$ cat config.mk
export PLATFORM = sky130hd
export DESIGN_NAME = fbfba_cell
export DESIGN_NICKNAME = d
export VERILOG_FILES = /design/src/hw/rtl/fbfba_pkg.sv /design/src/hw/rtl/fbfba_cell.sv
export SDC_FILE = /design/constraint.sdc
export NUM_CORES = 1
export LEC_CHECK = 0
export BUFFER_PORTS_ARGS = -buffer_cell sky130_fd_sc_hd__buf_4
export CORE_MARGIN = 1.5
export CORE_UTILIZATION = 43
export DETAILED_ROUTE_END_ITERATION = 6
export GPL_TIMING_DRIVEN = 0
export PLACE_DENSITY_LB_ADDON = 0.3
export SYNTH_ARGS = -nofsm -noshare
export SYNTH_HDL_FRONTEND = slang
export SYNTH_SLANG_ARGS = --single-unit
$ cat constraint.sdc
create_clock -name clk -period 2.6 [get_ports clk]
set_input_delay 0.13 -clock clk [delete_from_list [all_inputs] [get_ports clk]]
set_output_delay 0.13 -clock clk [all_outputs]
set_load 0.005 [all_outputs]
$ cat src/hw/rtl/fbfba_pkg.sv
`default_nettype none
// ----------------------------------------------------------------------------
// fbfba_pkg: shared types and constants of the block allocator
// Transfer payloads, status and register codes, chain and update flags.
// ----------------------------------------------------------------------------
package fbfba_pkg;

  localparam int CFG_IDX_W  = 2;
  localparam int CFG_DATA_W = 32;
  localparam int ADDR_W     = 32;
  localparam int REQ_W      = 24;
  localparam int HDR_W      = 7;
  localparam int STATUS_W   = 3;

  localparam logic [CFG_IDX_W-1:0] REG_HEAP_BASE    = 2'd0;
  localparam logic [CFG_IDX_W-1:0] REG_HEAP_LIMIT   = 2'd1;
  localparam logic [CFG_IDX_W-1:0] REG_HEADER_BYTES = 2'd2;

  localparam logic [ADDR_W-1:0] HEAP_BASE_RESET    = 32'h0000_0000;
  localparam logic [ADDR_W-1:0] HEAP_LIMIT_RESET   = 32'hFFFF_FFFF;
  localparam logic [HDR_W-1:0]  HEADER_BYTES_RESET = 7'd24;

  localparam logic OP_ALLOC   = 1'b0;
  localparam logic OP_FREE    = 1'b1;
  localparam logic PLACE_BEST = 1'b1;

  localparam logic [STATUS_W-1:0] ST_OK        = 3'd0;
  localparam logic [STATUS_W-1:0] ST_ZERO      = 3'd1;
  localparam logic [STATUS_W-1:0] ST_EXHAUSTED = 3'd2;
  localparam logic [STATUS_W-1:0] ST_FULL      = 3'd3;
  localparam logic [STATUS_W-1:0] ST_IGNORED   = 3'd4;

  typedef struct packed {
    logic              operation;
    logic [REQ_W-1:0]  request_size;
    logic              placement;
    logic [ADDR_W-1:0] block_address;
  } in_t;

  typedef struct packed {
    logic [ADDR_W-1:0]   data_address;
    logic [STATUS_W-1:0] status;
    logic                was_reused;
  } out_t;

  // search token travelling along the cell chain
  typedef struct packed {
    logic valid;
    logic found;
  } tok_t;

  // table update broadcast to every cell
  typedef struct packed {
    logic claim;
    logic release_blk;
    logic write;
  } upd_t;

endpackage

`default_nettype wire

$ cat src/hw/rtl/fbfba_cell.sv
`default_nettype none
// ----------------------------------------------------------------------------
// fbfba_cell: one table entry of the allocator chain
// Holds one block, folds it into the passing search token, applies updates.
// ----------------------------------------------------------------------------
module fbfba_cell #(
  parameter int IDX       = 0,
  parameter int IDX_W     = 6,
  parameter int CNT_W     = 7,
  parameter int SIZE_BITS = 24
) (
  input  wire                           clk,
  input  wire                           rst,
  input  wire  [CNT_W-1:0]              count,
  input  wire                           op,
  input  wire                           best,
  input  wire  [SIZE_BITS-1:0]          req_size,
  input  wire  [fbfba_pkg::ADDR_W-1:0]  addr,
  input  wire fbfba_pkg::tok_t          tok_in,
  input  wire  [IDX_W-1:0]              pick_idx_in,
  input  wire  [SIZE_BITS-1:0]          pick_size_in,
  input  wire  [fbfba_pkg::ADDR_W-1:0]  pick_start_in,
  output fbfba_pkg::tok_t               tok_out,
  output logic [IDX_W-1:0]              pick_idx_out,
  output logic [SIZE_BITS-1:0]          pick_size_out,
  output logic [fbfba_pkg::ADDR_W-1:0]  pick_start_out,
  input  wire fbfba_pkg::upd_t          upd,
  input  wire  [IDX_W-1:0]              upd_idx,
  input  wire  [SIZE_BITS-1:0]          upd_size,
  input  wire  [fbfba_pkg::ADDR_W-1:0]  upd_start
);

  localparam logic [IDX_W-1:0] MY_IDX = IDX_W'(IDX);
  localparam logic [CNT_W-1:0] MY_CNT = CNT_W'(IDX);

  logic [SIZE_BITS-1:0]         size_q;
  logic [fbfba_pkg::ADDR_W-1:0] start_q;
  logic                         free_q;
  logic                         found_q;
  logic                         valid_q;

  logic live;
  logic take_alloc;
  logic take_free;
  logic take;

  always_comb begin
    live       = MY_CNT < count;
    take_alloc = live && free_q && (size_q >= req_size) &&
                 (!tok_in.found || (best && (size_q < pick_size_in)));
    take_free  = live && !free_q && (start_q == addr) && !tok_in.found;
    take       = (op == fbfba_pkg::OP_FREE) ? take_free : take_alloc;
  end

  always_ff @(posedge clk) begin
    if (rst) begin
      valid_q <= 1'b0;
    end else begin
      valid_q <= tok_in.valid;
    end
  end

  // hold the token payload once it has passed
  always_ff @(posedge clk) begin
    if (tok_in.valid) begin
      found_q        <= tok_in.found || take;
      pick_idx_out   <= take ? MY_IDX : pick_idx_in;
      pick_size_out  <= take ? size_q : pick_size_in;
      pick_start_out <= take ? start_q : pick_start_in;
    end
  end

  assign tok_out = '{valid: valid_q, found: found_q};

  always_ff @(posedge clk) begin
    if (upd_idx == MY_IDX) begin
      if (upd.write) begin
        size_q  <= upd_size;
        start_q <= upd_start;
        free_q  <= 1'b0;
      end else if (upd.claim) begin
        free_q <= 1'b0;
      end else if (upd.release_blk) begin
        free_q <= 1'b1;
      end
    end
  end

endmodule

`default_nettype wire

Word-level counts from Yosys, hierarchy flattened:

Index checks and enable logic that the tools add are counted.

* flip-flop bits (word level): 121
* latch bits: 0
* memory bits (writable): 0
* ROM bits: 0
* input bits: 196
* output and inout port bits: 64
* memories: 0

* add/subtract/negate cells: 0
* multipliers: 0
* divide/modulo/power cells: 0
* magnitude comparators: 3
* eq/ne operators: 1
* shift operators: 0
* mux-type cells: 4
* bitwise operators: 0
* reductions and logical operators: 16

Operator list (number)
* $eq A32 B32 Y1: 1
* $mux W32: 1
* $ge A24 B24 Y1: 1
* $lt A24 B24 Y1: 1
* $mux W24: 1
* $logic_and A1 B1 Y1: 7
* $lt A1 B7 Y1 const A: 1
* $logic_not A6 Y1: 1
* $reduce_and A2 Y1: 2
* $reduce_bool A3 Y1: 1
* $logic_not A1 Y1: 2
* $logic_or A1 B1 Y1: 2
* $mux W1: 2
* $reduce_or A2 Y1: 1

Logic depth before layout (Yosys ltp):

* depth in word-level cells: 6
* depth in mapped cells: 10
* gate-level depth less buffers: 9

Least setup slack after synthesis:

No wires, ideal clock.

* path type: register to register
* start point: register size_q[21]
* end point: register pick_size_out[10] (data pin)
* library setup time: 0.262 ns
* arrival: 2.496 ns
* slack: -0.158 ns
* cell stages (with the launch flop): 10
* period minus slack after synthesis: 2.758 ns
* path through: edfxtp_1 -> ha_1 -> a21o_1 -> a21o_1 -> a22o_1 -> a2111oi_2 -> a211oi_2 -> a21oi_4 -> buf_6 -> mux2_1

* cells in the longest elaborated chain, start to end: 6
* elaborated cells between the ends (all ways): 8

Ends and longest elaborated chain
* start, declared: RTL line fbfba_cell.sv:36 `logic [SIZE_BITS-1:0] size_q;`
* start signal, assigned: RTL line fbfba_cell.sv:78 `size_q <= upd_size;`
* $lt A24 B24 Y1: RTL line fbfba_cell.sv:50 `(!tok_in.found || (best && (size_q < pick_size_in)));`
* $logic_and A1 B1 Y1: RTL line fbfba_cell.sv:50
* $logic_or A1 B1 Y1: RTL line fbfba_cell.sv:50
* $logic_and A1 B1 Y1 *: RTL line fbfba_cell.sv:49 `take_alloc = live && free_q && (size_q >= req_size) &&`
* $mux W1 *: RTL line fbfba_cell.sv:52 `take = (op == fbfba_pkg::OP_FREE) ? take_free : take_alloc;`
* $mux W24 *: RTL line fbfba_cell.sv:68 `pick_size_out <= take ? size_q : pick_size_in;`
* end signal, assigned: RTL line fbfba_cell.sv:68
* end, declared: RTL line fbfba_cell.sv:25 `output logic [SIZE_BITS-1:0] pick_size_out,`

Every way passes the cells marked *; elsewhere a longest branch is shown, timed or not.
A chain may end at the register's enable or synchronous reset.

Worst setup path in the final report:

* start point: register size_q[19]
* end point: register pick_start_out[16] (netlist bit) (data pin)

* cells in the longest elaborated chain, start to end: 6
* elaborated cells between the ends (all ways): 8

Ends and longest elaborated chain
* $lt A24 B24 Y1: RTL line fbfba_cell.sv:50
* $logic_and A1 B1 Y1: RTL line fbfba_cell.sv:50
* $logic_or A1 B1 Y1: RTL line fbfba_cell.sv:50
* $logic_and A1 B1 Y1 *: RTL line fbfba_cell.sv:49
* $mux W1 *: RTL line fbfba_cell.sv:52
* $mux W32 *: RTL line fbfba_cell.sv:69 `pick_start_out <= take ? start_q : pick_start_in;`
* end signal, assigned: RTL line fbfba_cell.sv:69
* end, declared: RTL line fbfba_cell.sv:26 `output logic [fbfba_pkg::ADDR_W-1:0] pick_start_out,`

Marks and branches as above.

==> results_dict.tcl <==
set metrics [dict create \
    n_fill_cell 847 \
    first_global_vias 5219 \
    dp_hpwl_mm 12.4 \
    ir_drop_v 0.000408 \
    worst_setup_path_end_kind "flop" \
    worstSetupStartpoint "size_q[19]$_DFFE_PP_" \
    htree_levels 4 \
    ant_nets 0 \
    slew_viol_final 0 \
    synth_area_um2 5990 \
    num_vias 4815 \
    insertedDiodeCount 0 \
    stdcell_count 978 \
    hp-class "in2reg" \
    hold_viol 0 \
    dr.pass1.iters 4 \
    synth-async-reset-ratio 0 \
    grt_max_degree 65 \
    dpl_cell_area_um2 8210 \
    maxCapViolCount 0 \
    die_y_um 121 \
    wirelength_mm 17.9 \
    rsz0062_at_grt "yes" \
    clock.fmax_mhz 347 \
    status "finished with violations" \
    cts_sinks 121 \
    final_cell_mix "267 x buf_4, 120 x edfxtp_1, 87 x dlygate4sd3_1" \
    tns_ns -14.46 \
    r2r-start "size_q[19]$_DFFE_PP_" \
    rows 42 \
    path_max_fanout 10 \
    gp_congestion 0.828 \
    synth_cells 416 \
    grt_overflow 0 \
    drive_above_1_share 0.408 \
    dieArea_um2 14600 \
    power_density_nw_per_um2 533 \
    drc 0 \
    drtIter0Drc 235 \
    wl_per_cell_um 18.3 \
    clk_pin_slew_ns 0.06 \
    clk_latency_ns 0.41 \
    violations "negative setup slack" \
    cts_buffers 17 \
    initial_core_util 0.447 \
    ys_seq_area_frac 0.605 \
    grt_antenna_before_repair 0 \
    synth-edff-count 120 \
    max-clock-path-buffers 2 \
    power_uw 5200 \
    avgSynthCellArea_um2 14.4 \
    synth_warnings 0 \
    final_util 0.729 \
    ys.flop_type "edfxtp_1" \
    critPathKind "reg2reg" \
    cp.arrival_ns 3.04 \
    grtUsageTotal 0.246 \
    hp-start "pick_start_in[17]" \
    p_leak_uw 0.00432 \
    grt_pass1_wl_mm 26.8 \
    clock_skew_ns 0.00987 \
    fin_crit_sh 1.11 \
    final_cell_area_um2 9770 \
    die_w_um 121 \
    io_buffers 259 \
    area_growth_pct 63.0 \
    worstPathRequired_ns 2.76 \
    final_nets 1032 \
    cts_root_buffer "clkbuf_16" \
    cts_tree "yes" \
    drt-vias-per-instance 4.92 \
    num_io_pins 260 \
    synthTopCellsByArea "edfxtp_1 60%, ha_1 9.8%, mux2_1 9.4%" \
    synth.top_cell.area_share 0.602 \
    relSlewSlack 0.388 \
    tightest_slew_ns 0.918 \
    cp-start-kind "flop" \
    synth.largest_area_cell "edfxtp_1" \
    period_minus_slack_ns 2.89 \
    dp.cells 852 \
    synth_nets 659 \
    coreArea_um2 13400 \
    synthDistinctLibCells 39 \
    final_common_cell "buf_4" \
    setup_slack_ns -0.286 \
    setup_viol 62 \
    synth_seq_cells 121 \
]
[metal layers]
layer	vias up	global-route usage	wire, um
li1	2286	-	-
met1	2298	0.276	6920
met2	191	0.434	9260
met3	40	0.0630	1160
met4	0	0.122	603
met5	-	0	0
[cells by family (layout without fill, tap and decap cells)]
family | after synthesis | in the layout | share of synthesized area
simple gates | 64 | 64 | 0.0556
xor+xnor | 32 | 32 | 0.0468
mux | 56 | 56 | 0.105
compound gates | 41 | 41 | 0.0462
fa+ha+maj | 47 | 47 | 0.0982
buf+inv | 55 | 441 | 0.0432
flops | 121 | 121 | 0.605
[path summary, 6_finish.rpt]
path	endpoint	slack, ns	depth (start not counted)
setup / recovery	pick_start_out[16]$_DFFE_PP_	-0.29	10
hold / removal	pick_start_out[17]$_DFFE_PP_	0.01	2
setup reg to reg	pick_start_out[16]$_DFFE_PP_	-0.29	10
hold reg to reg	pick_start_out[8]$_DFFE_PP_	0.58	1
[synth_stat cells (2+ instances only)]
library cell / instances
nand3_1: 6
and2_1: 6
nand2_1: 15
a21o_1: 3
nor2_1: 10
xor2_1: 16
a21oi_1: 15
xnor2_1: 16
o21ai_0: 9
nor3_1: 2
mux2_1: 50
nand2b_1: 2
edfxtp_1: 120
mux2_2: 6
inv_1: 47
nor2b_1: 3
nor4_1: 9
nand4_1: 7
a31oi_1: 2
ha_1: 47
buf_6: 6
buf_4: 2
[critical path: stages, from the launching register on]
cell and delay, ns:
edfxtp_1 0.45, ha_4 0.31, nand4_1 0.17, nor4_4 0.38, a22o_1 0.22, a2111oi_4 0.05, a211oi_2 0.33, a21oi_4 0.06
buf_12 0.17, buf_6 0.15, mux2_1 0.34
[power breakdown]
part | internal, uW | switching, uW | leakage [uW] | total, uW
registers | 2230 | 25.0 | 0.00114 | 2260
clock network | 1390 | 827 | 0.000263 | 2220
logic | 467 | 256 | 0.00292 | 722
[final cells by class]
type / count / area [um2] / share of cell area
sequential: 121 / 3620 / 0.371
multi-input combinational: 240 / 2220 / 0.227
timing repair buffer: 354 / 2900 / 0.297
inverter: 47 / 176 / 0.0181
tap: 176 / 220 / 0.0225
clock inverter: 10 / 103 / 0.0105
clock buffer: 22 / 444 / 0.0455
buffer: 8 / 82.6 / 0.00846
[stage by stage]
step / hold slack (ns) / setup WS, ns
4_1_cts: 0.000225 / -0.290
3_3_place_gp: 0.289 / -0.757
2_1_floorplan: 0.202 / -0.0112
3_5_place_dp: 0.291 / -0.509
5_1_grt: 0.00795 / -0.370
6_report: 0.0149 / -0.286
[state kept, by name, indices dropped and copies added (netlist names)]
signal          flops
pick_start_out     32
valid_q             1
found_q             1
start_q            32
pick_idx_out        6
pick_size_out      24
size_q             24
free_q              1
[repair_timing]
item | 4_1_cts | 5_1_grt
resized for setup | 4 | 5
buffers inserted | 3 | 4
pin swaps | 4 | 5
setup endpoints to repair | 63 | 63
hold buffers | 87 | 0
hold endpoints to repair | 86 | 0
No activity file was read; power rests on OpenSTA's default activity.
